$ cat src/rc4_pkg.sv
// ----------------------------------------------------------------------------
// rc4_pkg: shared types and constants for the RC4 cipher
// Command and status codes, permutation size, memory request structs.
// ----------------------------------------------------------------------------
package rc4_pkg;

  localparam int SBOX_DEPTH = 256;

  typedef logic [7:0] byte_t;

  typedef enum logic [1:0] {
    CMD_KEY      = 2'd0,
    CMD_SCHEDULE = 2'd1,
    CMD_DATA     = 2'd2
  } cmd_e;

  typedef enum logic [1:0] {
    ST_OK        = 2'd0,
    ST_FULL      = 2'd1,
    ST_EMPTY     = 2'd2,
    ST_NOT_KEYED = 2'd3
  } status_e;

  // permutation memory access, one write and one read per cycle
  typedef struct packed {
    logic  we;
    byte_t waddr;
    byte_t wdata;
    byte_t raddr;
  } sbox_req_t;

  // key store append request
  typedef struct packed {
    logic  append;
    byte_t data;
  } key_req_t;

endpackage

$ cat src/rc4_sbox.sv
// ----------------------------------------------------------------------------
// rc4_sbox: 256 x 8 permutation memory
// One write port and one read port; read data is registered and returns the
// old contents when the same entry is written in the same cycle.
// ----------------------------------------------------------------------------
module rc4_sbox (
  input  logic              clk_i,
  input  rc4_pkg::sbox_req_t req_i,
  output rc4_pkg::byte_t    rdata_o
);

  rc4_pkg::byte_t mem_q [rc4_pkg::SBOX_DEPTH];
  rc4_pkg::byte_t rdata_q;

  always_ff @(posedge clk_i) begin
    if (req_i.we) begin
      mem_q[req_i.waddr] <= req_i.wdata;
    end
    rdata_q <= mem_q[req_i.raddr];
  end

  assign rdata_o = rdata_q;

endmodule

$ cat config.mk
export PLATFORM = sky130hd
export DESIGN_NAME = rc4_sbox
export DESIGN_NICKNAME = d
export VERILOG_FILES = /design/src/rc4_pkg.sv /design/src/rc4_sbox.sv
export SDC_FILE = /design/constraint.sdc
export NUM_CORES = 2
export LEC_CHECK = 0
export BUFFER_PORTS_ARGS = -buffer_cell sky130_fd_sc_hd__buf_2
export CAP_MARGIN = 20
export CORE_MARGIN = 2
export CORE_UTILIZATION = 60
export CTS_BUF_LIST = sky130_fd_sc_hd__clkbuf_8
export DETAILED_ROUTE_END_ITERATION = 8
export PLACE_DENSITY_LB_ADDON = 0.08
export SLEW_MARGIN = 30
export SYNTH_ARGS = -nofsm -noshare
export SYNTH_HDL_FRONTEND = slang
export SYNTH_SLANG_ARGS = --single-unit
export TNS_END_PERCENT = 50
$ cat constraint.sdc
create_clock -name clk_i -period 2.6 [get_ports clk_i]
set_input_delay 0 -clock clk_i [delete_from_list [all_inputs] [get_ports clk_i]]
set_output_delay 0 -clock clk_i [all_outputs]
set_load 0.005 [all_outputs]
==> qor.yml <==
cap_viol_max_count: 0
p_leak_nw: 29.9
ys_seq_area_frac: 0.775
finalMaxSlewViolations: 0
syn_to_final_growth_pct: 15.0
syn_inst: 3733
synth_area_sq_um: 79600
clkLatencyLatePin_ns: 1.04
nFillCells: 8179
fin_crit_sh: 0.954
ir_drop_mv: 0.579
slowest_stage: "nor4_1"
critical_path_class: "flop to flop"
yosysTopAreaCell: "edfxtp_1"
core_sq_um: 131000
overflow: 0
grt_util_all_layers: 0.298
start_kind: "flop"
crit_path_max_fanout: 1
min_from: "req_i[15]"
r2r-start: "mem_q[12][7]"
ioPinCount: 34
crit_path_end_kind: "flop"
relSlewSlack: 0.378
critPathTopFamily: "simple AND/OR/NAND/NOR gates"
wirelength_mm: 199
drc_errors: 0
avgSynthCellArea_sq_um: 21.3
path_clk_slew_ns: 0.06
finalWorstSetupSlack_ns: 0.119
synth_commonest_cells: "2048 x edfxtp_1, 454 x mux4_2, 282 x nor2_1"
antenna_left: 0
initial_core_util: 0.605
period_minus_slack_ns: 2.48
arrival_ns: 3.32
grt_use_met3: 0.0658
post_cts_buffers: 0
postSynth.asyncResetShare: 0
synth.top_cell.area_share: 0.773
synth-main-ff-cell: "edfxtp_1"
wl_per_cell_um: 30.9
grt_util_met2: 0.474
met1_usage: 0.418
path_cells: "mux4_2 -> a22oi_1 -> a21oi_1 -> nor4_1 -> buf_4 -> nor4_1"
drt_iter0_markers: 5404
dp.final_hpwl_mm: 127
syn_nets: 3759
stdcell_count: 6422
vias: 41600
max_freq_mhz: 403
r2r_slack_ns: 0.12
tightest_slew_ns: 0.930
final_nets: 4462
grt_max_degree: 100
multi_input_area_sq_um: 16500
utilization: 0.696
clock-sinks: 2056
htree_levels: 5
cts_root_buf: "clkbuf_8"
first_pass_iters: 5
place_ws_ns: -0.568
hold_ws_ns: 0.116
whs_endpoint: "mem_q[121][7]"
grt_pass1_vias: 42500
finalHoldViolations: 0
cts.path.max_buffers: 4
hold_depth: 2
antenna_found_initial: 14
critPathBufInv: 1
status: "complete, no violations"
via_per_inst: 6.48
regArea_sq_um: 61700
cts_tree: "done"
grt_pass1_wl_mm: 289
die_area_sq_um: 136000
grt_busiest_layer: "met2"
setup_viol: 0
min_path_type: "primary input to flop"
rr_endpoint: "rdata_o[7]"
cp_slowest_stage_delay_ns: 0.69
power_per_cell_area_nw_per_um2: 714
portBuffers: 33
placedCellCount: 5829
synth_most_common_cell: "edfxtp_1"
cp.required_ns: 3.44
synth-edff-count: 2048
rsz0062_at_grt: "false"
synth_cell_types: 55
synthTopCellsByArea: "edfxtp_1 77%, mux4_2 13%, mux2i_1 1.7%"
cts_buffers: 335
rr_worst_depth: 6
die_w_um: 368
synth-seq-cells: 2056
rows: 133
worst_path_most_repeated_cell: "nor4_1"
gp_congestion: 0.891
final.setup_skew_ns: 0.0669
ys_warn_count: 0
fp.dieH_um: 368
drive_gt1_frac: 0.312
## state kept, by name (all words and copies together), names as in the netlist
name,cells
rdata_o,8
mem_q,2048
## cell type report
cell class	instances	share of cell area
well taps	1755	0.0240
flip-flops and latches	2056	0.674
multi-input cells	1442	0.181
clock buffers	347	0.0522
repair buffers	599	0.0568
clock inverters	214	0.0118
inverters	2	0.0000821
diodes	7	0.000191
## kinds of logic (layout without fill, tap and decap cells)
family                 after synthesis  after routing  synth area share
and+or+nand+nor                    466            466            0.0263
other                                0              7                 0
DFF                               2056           2056             0.775
AOI/OAI and AO/OA                  385            385            0.0342
muxes                              591            591             0.146
buffers and inverters              235           1162            0.0183
## metrics by stage
stage / setup TNS, ns / area (sq um) / total power [mW]
detailed placement: -2.14 / 85300 / 40.9
global route: 0 / 91500 / 67.3
floorplan: 0 / 79600 / 39.0
global placement: -4.21 / 85300 / 40.8
CTS: 0 / 91500 / 65.7
finish: 0 / 91500 / 65.3
## worst reg2reg max path, stage by stage, from the launching register on
cell      delay [ns]
edfxtp_1        0.40
mux4_2          0.48
a22oi_1         0.28
a21oi_1         0.23
nor4_1          0.69
buf_4           0.22
nor4_1          0.04
## placed cells by master, fill, tap and decap left out, types with 22 or more instances in the layout
cell	netlist	final
clkinv_2	0	37
nand2_1	33	33
dlygate4sd3_1	0	25
mux2i_1	134	134
mux4_2	454	454
o22ai_1	28	28
o221ai_1	46	46
nand3_1	34	34
clkbuf_8	0	355
nor2_1	282	279
nor2b_1	31	28
edfxtp_1	2048	2048
a22oi_1	133	133
buf_4	27	492
clkinv_1	1	75
a21oi_1	96	96
inv_1	1	90
buf_12	8	50
buf_2	31	22
## per-layer routing
layer / wire (um) / part of all wire
met5: 56 / 0.00028
met4: 5720 / 0.029
met3: 19900 / 0.10
met2: 97100 / 0.49
met1: 76000 / 0.38
## worst max-delay path by stage
stage | startpoint | end | slack [ns] | cells past startpoint
2_1_floorplan | req_i[0] | rdata_o[2] | 0.66 | 9
3_3_place_gp | req_i[0] | rdata_o[2] | -1.05 | 10
3_5_place_dp | req_i[0] | rdata_o[7] | -0.57 | 10
4_1_cts | mem_q[83][0] | rdata_o[0] | 0.07 | 6
5_1_grt | mem_q[101][2] | rdata_o[2] | 0.08 | 8
6_report | mem_q[12][7] | rdata_o[7] | 0.12 | 6
## where the power goes
group | switching [mW] | internal (mW)
logic | 2.22 | 1.38
registers | 0.0764 | 36.5
clock network | 12.1 | 13.1
total | 14.3 | 51.0
## timing repair
item / CTS / global route
pin swaps: 1 / 1
hold buffers: 25 / 0
resized for setup: 4 / 0
setup endpoints to repair: 3 / 1
hold endpoints to repair: 3226 / 0
(Power assumes the default switching activity.)
