[src/rc4_pkg.sv]
// ----------------------------------------------------------------------------
// rc4_pkg: shared types and constants for the RC4 cipher
// Command and status codes, permutation size, memory request structs.
// ----------------------------------------------------------------------------
package rc4_pkg;

  localparam int SBOX_DEPTH = 256;

  typedef logic [7:0] byte_t;

  typedef enum logic [1:0] {
    CMD_KEY      = 2'd0,
    CMD_SCHEDULE = 2'd1,
    CMD_DATA     = 2'd2
  } cmd_e;

  typedef enum logic [1:0] {
    ST_OK        = 2'd0,
    ST_FULL      = 2'd1,
    ST_EMPTY     = 2'd2,
    ST_NOT_KEYED = 2'd3
  } status_e;

  // permutation memory access, one write and one read per cycle
  typedef struct packed {
    logic  we;
    byte_t waddr;
    byte_t wdata;
    byte_t raddr;
  } sbox_req_t;

  // key store append request
  typedef struct packed {
    logic  append;
    byte_t data;
  } key_req_t;

endpackage

[src/rc4_key_mem.sv]
// ----------------------------------------------------------------------------
// rc4_key_mem: key byte store with fill count
// Appends bytes until MaxKey are held; registered read port for the schedule.
// ----------------------------------------------------------------------------
module rc4_key_mem #(
  parameter int MaxKey = 256,
  localparam int LenW = $clog2(MaxKey + 1),
  localparam int IdxW = (MaxKey > 1) ? $clog2(MaxKey) : 1
) (
  input  logic                clk_i,
  input  logic                rst_ni,
  input  rc4_pkg::key_req_t   req_i,
  input  logic [IdxW-1:0]     raddr_i,
  output rc4_pkg::byte_t      rdata_o,
  output logic [LenW-1:0]     len_o,
  output logic                full_o
);

  rc4_pkg::byte_t  mem_q [MaxKey];
  rc4_pkg::byte_t  rdata_q;
  logic [LenW-1:0] len_q;
  logic [LenW-1:0] len_d;
  logic            full;
  logic            wr_en;

  assign full  = (len_q == LenW'(MaxKey));
  assign wr_en = req_i.append && !full;
  assign len_d = wr_en ? len_q + LenW'(1) : len_q;

  always_ff @(posedge clk_i or negedge rst_ni) begin
    if (!rst_ni) begin
      len_q <= '0;
    end else begin
      len_q <= len_d;
    end
  end

  always_ff @(posedge clk_i) begin
    if (wr_en) begin
      mem_q[len_q[IdxW-1:0]] <= req_i.data;
    end
    rdata_q <= mem_q[raddr_i];
  end

  assign rdata_o = rdata_q;
  assign len_o   = len_q;
  assign full_o  = full;

endmodule
[config.mk]
export PLATFORM = sky130hd
export DESIGN_NAME = rc4_key_mem
export DESIGN_NICKNAME = d
export VERILOG_FILES = /design/src/rc4_pkg.sv /design/src/rc4_key_mem.sv
export SDC_FILE = /design/constraint.sdc
export NUM_CORES = 2
export LEC_CHECK = 0
export BUFFER_PORTS_ARGS = -buffer_cell sky130_fd_sc_hd__buf_2
export CAP_MARGIN = 20
export CORE_MARGIN = 2
export CORE_UTILIZATION = 35
export DETAILED_ROUTE_END_ITERATION = 16
export GPL_TIMING_DRIVEN = 0
export PLACE_DENSITY_LB_ADDON = 0.05
export SKIP_LAST_GASP = 1
export SLEW_MARGIN = 20
export SYNTH_ARGS = -nofsm -noshare
export SYNTH_HDL_FRONTEND = slang
export SYNTH_SLANG_ARGS = --single-unit
[constraint.sdc]
create_clock -name clk_i -period 3.1 [get_ports clk_i]
set_input_delay 0.31 -clock clk_i [delete_from_list [all_inputs] [get_ports clk_i]]
set_output_delay 0.31 -clock clk_i [all_outputs]
set_load 0.02 [all_outputs]
==> impl_metrics.prom <==
# TYPE chip_impl_metric gauge
chip_impl_metric{name="detailroute.via_count",unit=""} 44300
chip_impl_metric{name="synth_enable_flop_cells",unit=""} 2048
chip_impl_metric{name="post-route-period-util",unit="%"} 108
chip_impl_info{name="synthDominantAreaCellType",value="sky130_fd_sc_hd__edfxtp_1"} 1
chip_impl_metric{name="post_synth_inst_count",unit=""} 3954
chip_impl_metric{name="grt_antenna_before_repair",unit=""} 28
chip_impl_metric{name="multi_input_gate_area",unit="um^2"} 18900
chip_impl_metric{name="timing.fmax",unit="MHz"} 299
chip_impl_metric{name="grt_pass1_vias",unit=""} 42800
chip_impl_metric{name="cts_inserted_buffers",unit=""} 224
chip_impl_metric{name="core_area",unit="um^2"} 230000
chip_impl_metric{name="viasPerCell",unit=""} 5.91
chip_impl_metric{name="finalPower",unit="mW"} 63.3
chip_impl_metric{name="timing.max_cap.violations",unit=""} 0
chip_impl_info{name="clk_root_buffer_cell",value="sky130_fd_sc_hd__clkbuf_16"} 1
chip_impl_metric{name="syn_nets",unit=""} 3977
chip_impl_metric{name="globalRoute.totalOverflow",unit=""} 0
chip_impl_metric{name="chipWidth",unit="um"} 484
chip_impl_metric{name="dp_worst_setup_slack",unit="ps"} -2610
chip_impl_info{name="grt_setup_unrepaired",value="yes"} 1
chip_impl_info{name="hold_path_class",value="input port to flip-flop"} 1
chip_impl_metric{name="slew_viol_final",unit=""} 0
chip_impl_info{name="cts_tree",value="done"} 1
chip_impl_metric{name="starting_drc_count_in_detailed_routing",unit=""} 6324
chip_impl_metric{name="dieHeight",unit="um"} 484
chip_impl_info{name="rr_endpoint",value="mem_q[153][2]"} 1
chip_impl_metric{name="pin_count_of_the_biggest_net_entering_global_routing",unit=""} 113
chip_impl_metric{name="placementRows",unit=""} 176
chip_impl_metric{name="track_usage",unit="%"} 28.6
chip_impl_metric{name="yosysSeqAreaShare",unit="%"} 76.6
chip_impl_metric{name="hold-path-cell-count",unit=""} 4
chip_impl_metric{name="nets",unit=""} 4291
chip_impl_metric{name="detailedPlacementHpwl",unit="mm"} 225
chip_impl_info{name="hold_end",value="len_o[3]"} 1
chip_impl_metric{name="max_fo_critical_path",unit=""} 11
chip_impl_metric{name="crit_arrival",unit="ps"} 4080
chip_impl_metric{name="setup_viol",unit=""} 266
chip_impl_metric{name="worst_ir_drop_vdd",unit="uV"} 460
chip_impl_metric{name="area_growth",unit="%"} 17.6
chip_impl_metric{name="skew",unit="ps"} 33.6
chip_impl_metric{name="fillCellCount",unit=""} 20300
chip_impl_info{name="start_point_of_the_critical_path",value="raddr_i[2]"} 1
chip_impl_metric{name="ys_seq_elements",unit=""} 2065
chip_impl_metric{name="register_to_register_path_setup_slack",unit="ps"} -220
chip_impl_metric{name="ys_async_sr_fraction",unit="%"} 0.436
chip_impl_metric{name="cp.required",unit="ps"} 3830
chip_impl_metric{name="share_of_post_route_cells_with_drive_strength_above_1",unit="%"} 29.4
chip_impl_metric{name="detail-route-antenna-nets",unit=""} 0
chip_impl_info{name="dominantRegCellSynth",value="sky130_fd_sc_hd__edfxtp_1"} 1
chip_impl_metric{name="worst-slew-pin-transition",unit="ps"} 1230
chip_impl_metric{name="cts_num_sinks",unit=""} 2065
chip_impl_metric{name="average_instance_area_after_synthesis",unit="um^2"} 20.4
chip_impl_metric{name="register_area",unit="um^2"} 61900
chip_impl_metric{name="floorplan.io_pins",unit=""} 37
chip_impl_info{name="synth.area.top_cells",value="sky130_fd_sc_hd__edfxtp_1, sky130_fd_sc_hd__mux4_2, sky130_fd_sc_hd__mux2i_1"} 1
chip_impl_metric{name="post-route-drc-count",unit=""} 0
chip_impl_metric{name="start_util",unit="%"} 35.2
chip_impl_metric{name="placement.io_buffers",unit=""} 30
chip_impl_metric{name="synthesis.area",unit="um^2"} 80800
chip_impl_metric{name="pwr_density_cell",unit="nW/um^2"} 667
chip_impl_metric{name="power.leakage",unit="nW"} 29.6
chip_impl_metric{name="final_critical_path_setup_slack",unit="ps"} -247
chip_impl_metric{name="slew_headroom",unit="%"} 17.9
chip_impl_metric{name="yosysUniqueCellTypes",unit=""} 63
chip_impl_info{name="path_class",value="input port to flip-flop"} 1
chip_impl_metric{name="grt_first_pass_wirelength",unit="mm"} 437
chip_impl_info{name="violations",value="negative setup slack"} 1
chip_impl_metric{name="drt-total-wl",unit="mm"} 338
chip_impl_metric{name="timing.reg2reg.worst_path_depth",unit=""} 6
chip_impl_metric{name="ctsHtreeMaxLevel",unit=""} 4
chip_impl_info{name="critical_path.endpoint_type",value="flip-flop"} 1
chip_impl_info{name="worstSetupStartpointType",value="input port"} 1
chip_impl_info{name="synth.top_cells.by_count",value="sky130_fd_sc_hd__edfxtp_1, sky130_fd_sc_hd__mux4_2, sky130_fd_sc_hd__nor2_1, sky130_fd_sc_hd__mux2i_1, sky130_fd_sc_hd__nand2_1"} 1
chip_impl_metric{name="clockBufferDepth",unit=""} 3
chip_impl_metric{name="area_of_the_die",unit="um^2"} 235000
chip_impl_metric{name="clk-insertion-delay-late",unit="ps"} 890
chip_impl_metric{name="clk_transition_reported_paths",unit="ps"} 60
chip_impl_metric{name="finalWorstPathRequiredPeriod",unit="ps"} 3350
chip_impl_metric{name="drt-pass1-iter-count",unit=""} 6
chip_impl_info{name="reg2reg_from",value="len_o[2]"} 1
chip_impl_metric{name="avgRoutedWirePerCell",unit="um"} 45.1
chip_impl_info{name="synth_most_common_cell",value="sky130_fd_sc_hd__edfxtp_1"} 1
chip_impl_metric{name="yosysWarningCount",unit=""} 0
chip_impl_info{name="worstHoldStart",value="req_i[8]"} 1
chip_impl_metric{name="yosysTopAreaCellShare",unit="%"} 76.2
chip_impl_info{name="outcome",value="finished, violations left"} 1
chip_impl_metric{name="globalplace.congestion",unit=""} 0.900
chip_impl_metric{name="finalHoldViolCount",unit=""} 0
layout make-up:
class                      instances  share of cell area, %
timing repair buffer              93                   1.50
clock inverter                   122                   1.04
antenna                           13                 0.0343
inverter                           6                 0.0303
tap                             3026                   3.99
multi-input combinational       1640                   19.9
buffer                           238                   2.04
sequential                      2065                   65.2
clock buffer                     292                   6.26
power breakdown:
part           switching, mW  internal [mW]  leakage, nW  total [mW]
registers              0.133           31.0         18.6        31.1
logic                   4.71           1.54         7.64        6.25
clock network           11.4           14.5         3.39        26.0
stage by stage:
stage	TNS, ps	hold slack [ps]	utilization [%]	area, um^2	std cells
2_1_floorplan	0	14.4	-	80800	3954
3_3_place_gp	-6827640	214	36.9	84700	7010
3_5_place_dp	-1767560	215	37.4	85800	7049
4_1_cts	-44790	260	41.2	94600	7481
5_1_grt	-24390	344	41.3	94900	7488
6_report	-18800	314	41.3	94900	7495
flip-flops by register name, summed over array words and instances (netlist names):
register and flops:
rdata_o 8, mem_q 2048, len_o 9
cells in the final DEF, fill, tap and decap left out, types with 33 or more instances in the layout:
master | synthesis | layout
sky130_fd_sc_hd__nor2_1 | 291 | 64
sky130_fd_sc_hd__clkbuf_1 | 84 | 96
sky130_fd_sc_hd__clkbuf_16 | 0 | 227
sky130_fd_sc_hd__o22ai_1 | 47 | 47
sky130_fd_sc_hd__nor2_2 | 0 | 85
sky130_fd_sc_hd__edfxtp_1 | 2048 | 2048
sky130_fd_sc_hd__buf_6 | 30 | 38
sky130_fd_sc_hd__a221oi_1 | 37 | 33
sky130_fd_sc_hd__buf_4 | 33 | 61
sky130_fd_sc_hd__mux4_2 | 378 | 378
sky130_fd_sc_hd__o221ai_1 | 49 | 47
sky130_fd_sc_hd__o21ai_0 | 40 | 40
sky130_fd_sc_hd__mux2i_1 | 252 | 248
sky130_fd_sc_hd__a21oi_1 | 105 | 99
sky130_fd_sc_hd__a22oi_1 | 49 | 46
sky130_fd_sc_hd__clkbuf_2 | 0 | 36
sky130_fd_sc_hd__clkinv_1 | 2 | 55
sky130_fd_sc_hd__nor2_4 | 0 | 142
sky130_fd_sc_hd__nand2_1 | 113 | 91
sky130_fd_sc_hd__buf_2 | 61 | 62
sky130_fd_sc_hd__clkinv_2 | 0 | 44
worst max-delay path by stage:
stage | depth (start not counted) | end
2_1_floorplan | 9 | mem_q[145][0]
3_3_place_gp | 8 | rdata_o[2]
3_5_place_dp | 9 | mem_q[225][7]
4_1_cts | 6 | mem_q[133][4]
5_1_grt | 6 | mem_q[153][5]
6_report | 11 | rdata_o[2]
per-layer routing:
layer / vias up / track usage [%] / part of all wire, %
met2: 2064 / 42.6 / 44
met3: 433 / 7.08 / 8.5
met1: 24700 / 41.1 / 44
met4: 4 / 9.46 / 3.6
li1: 17100 / - / -
met5: - / 0 / 0.0080
timing repair:
action	CTS	global route
hold buffers	11	0
endpoints found under the setup margin	1925	977
hold endpoints to repair	459	0
cloned	1	0
buffers inserted	9	2
resized for setup	460	76
pin swaps	7	2
cell families after synthesis:
| family | count (synthesis) | synth area share [%] |
|---|---|---|
| flops | 2065 | 76.6 |
| mux | 667 | 14.5 |
| simple gates | 539 | 2.93 |
| xor+xnor | 8 | 0.0868 |
| fa+ha+maj | 4 | 0.0620 |
| compound gates | 422 | 3.66 |
| buf+inv | 249 | 2.15 |
critical path: stages:
cell and delay, ps:
sky130_fd_sc_hd__buf_2 180, sky130_fd_sc_hd__buf_4 260, sky130_fd_sc_hd__nand2_2 440, sky130_fd_sc_hd__buf_2 620, sky130_fd_sc_hd__buf_2 610, sky130_fd_sc_hd__o22ai_1 180
sky130_fd_sc_hd__a211oi_1 750, sky130_fd_sc_hd__nor3_1 140, sky130_fd_sc_hd__nor4_2 200, sky130_fd_sc_hd__buf_4 230, sky130_fd_sc_hd__nor4_4 70
No activity file was read; power rests on OpenSTA's default activity.
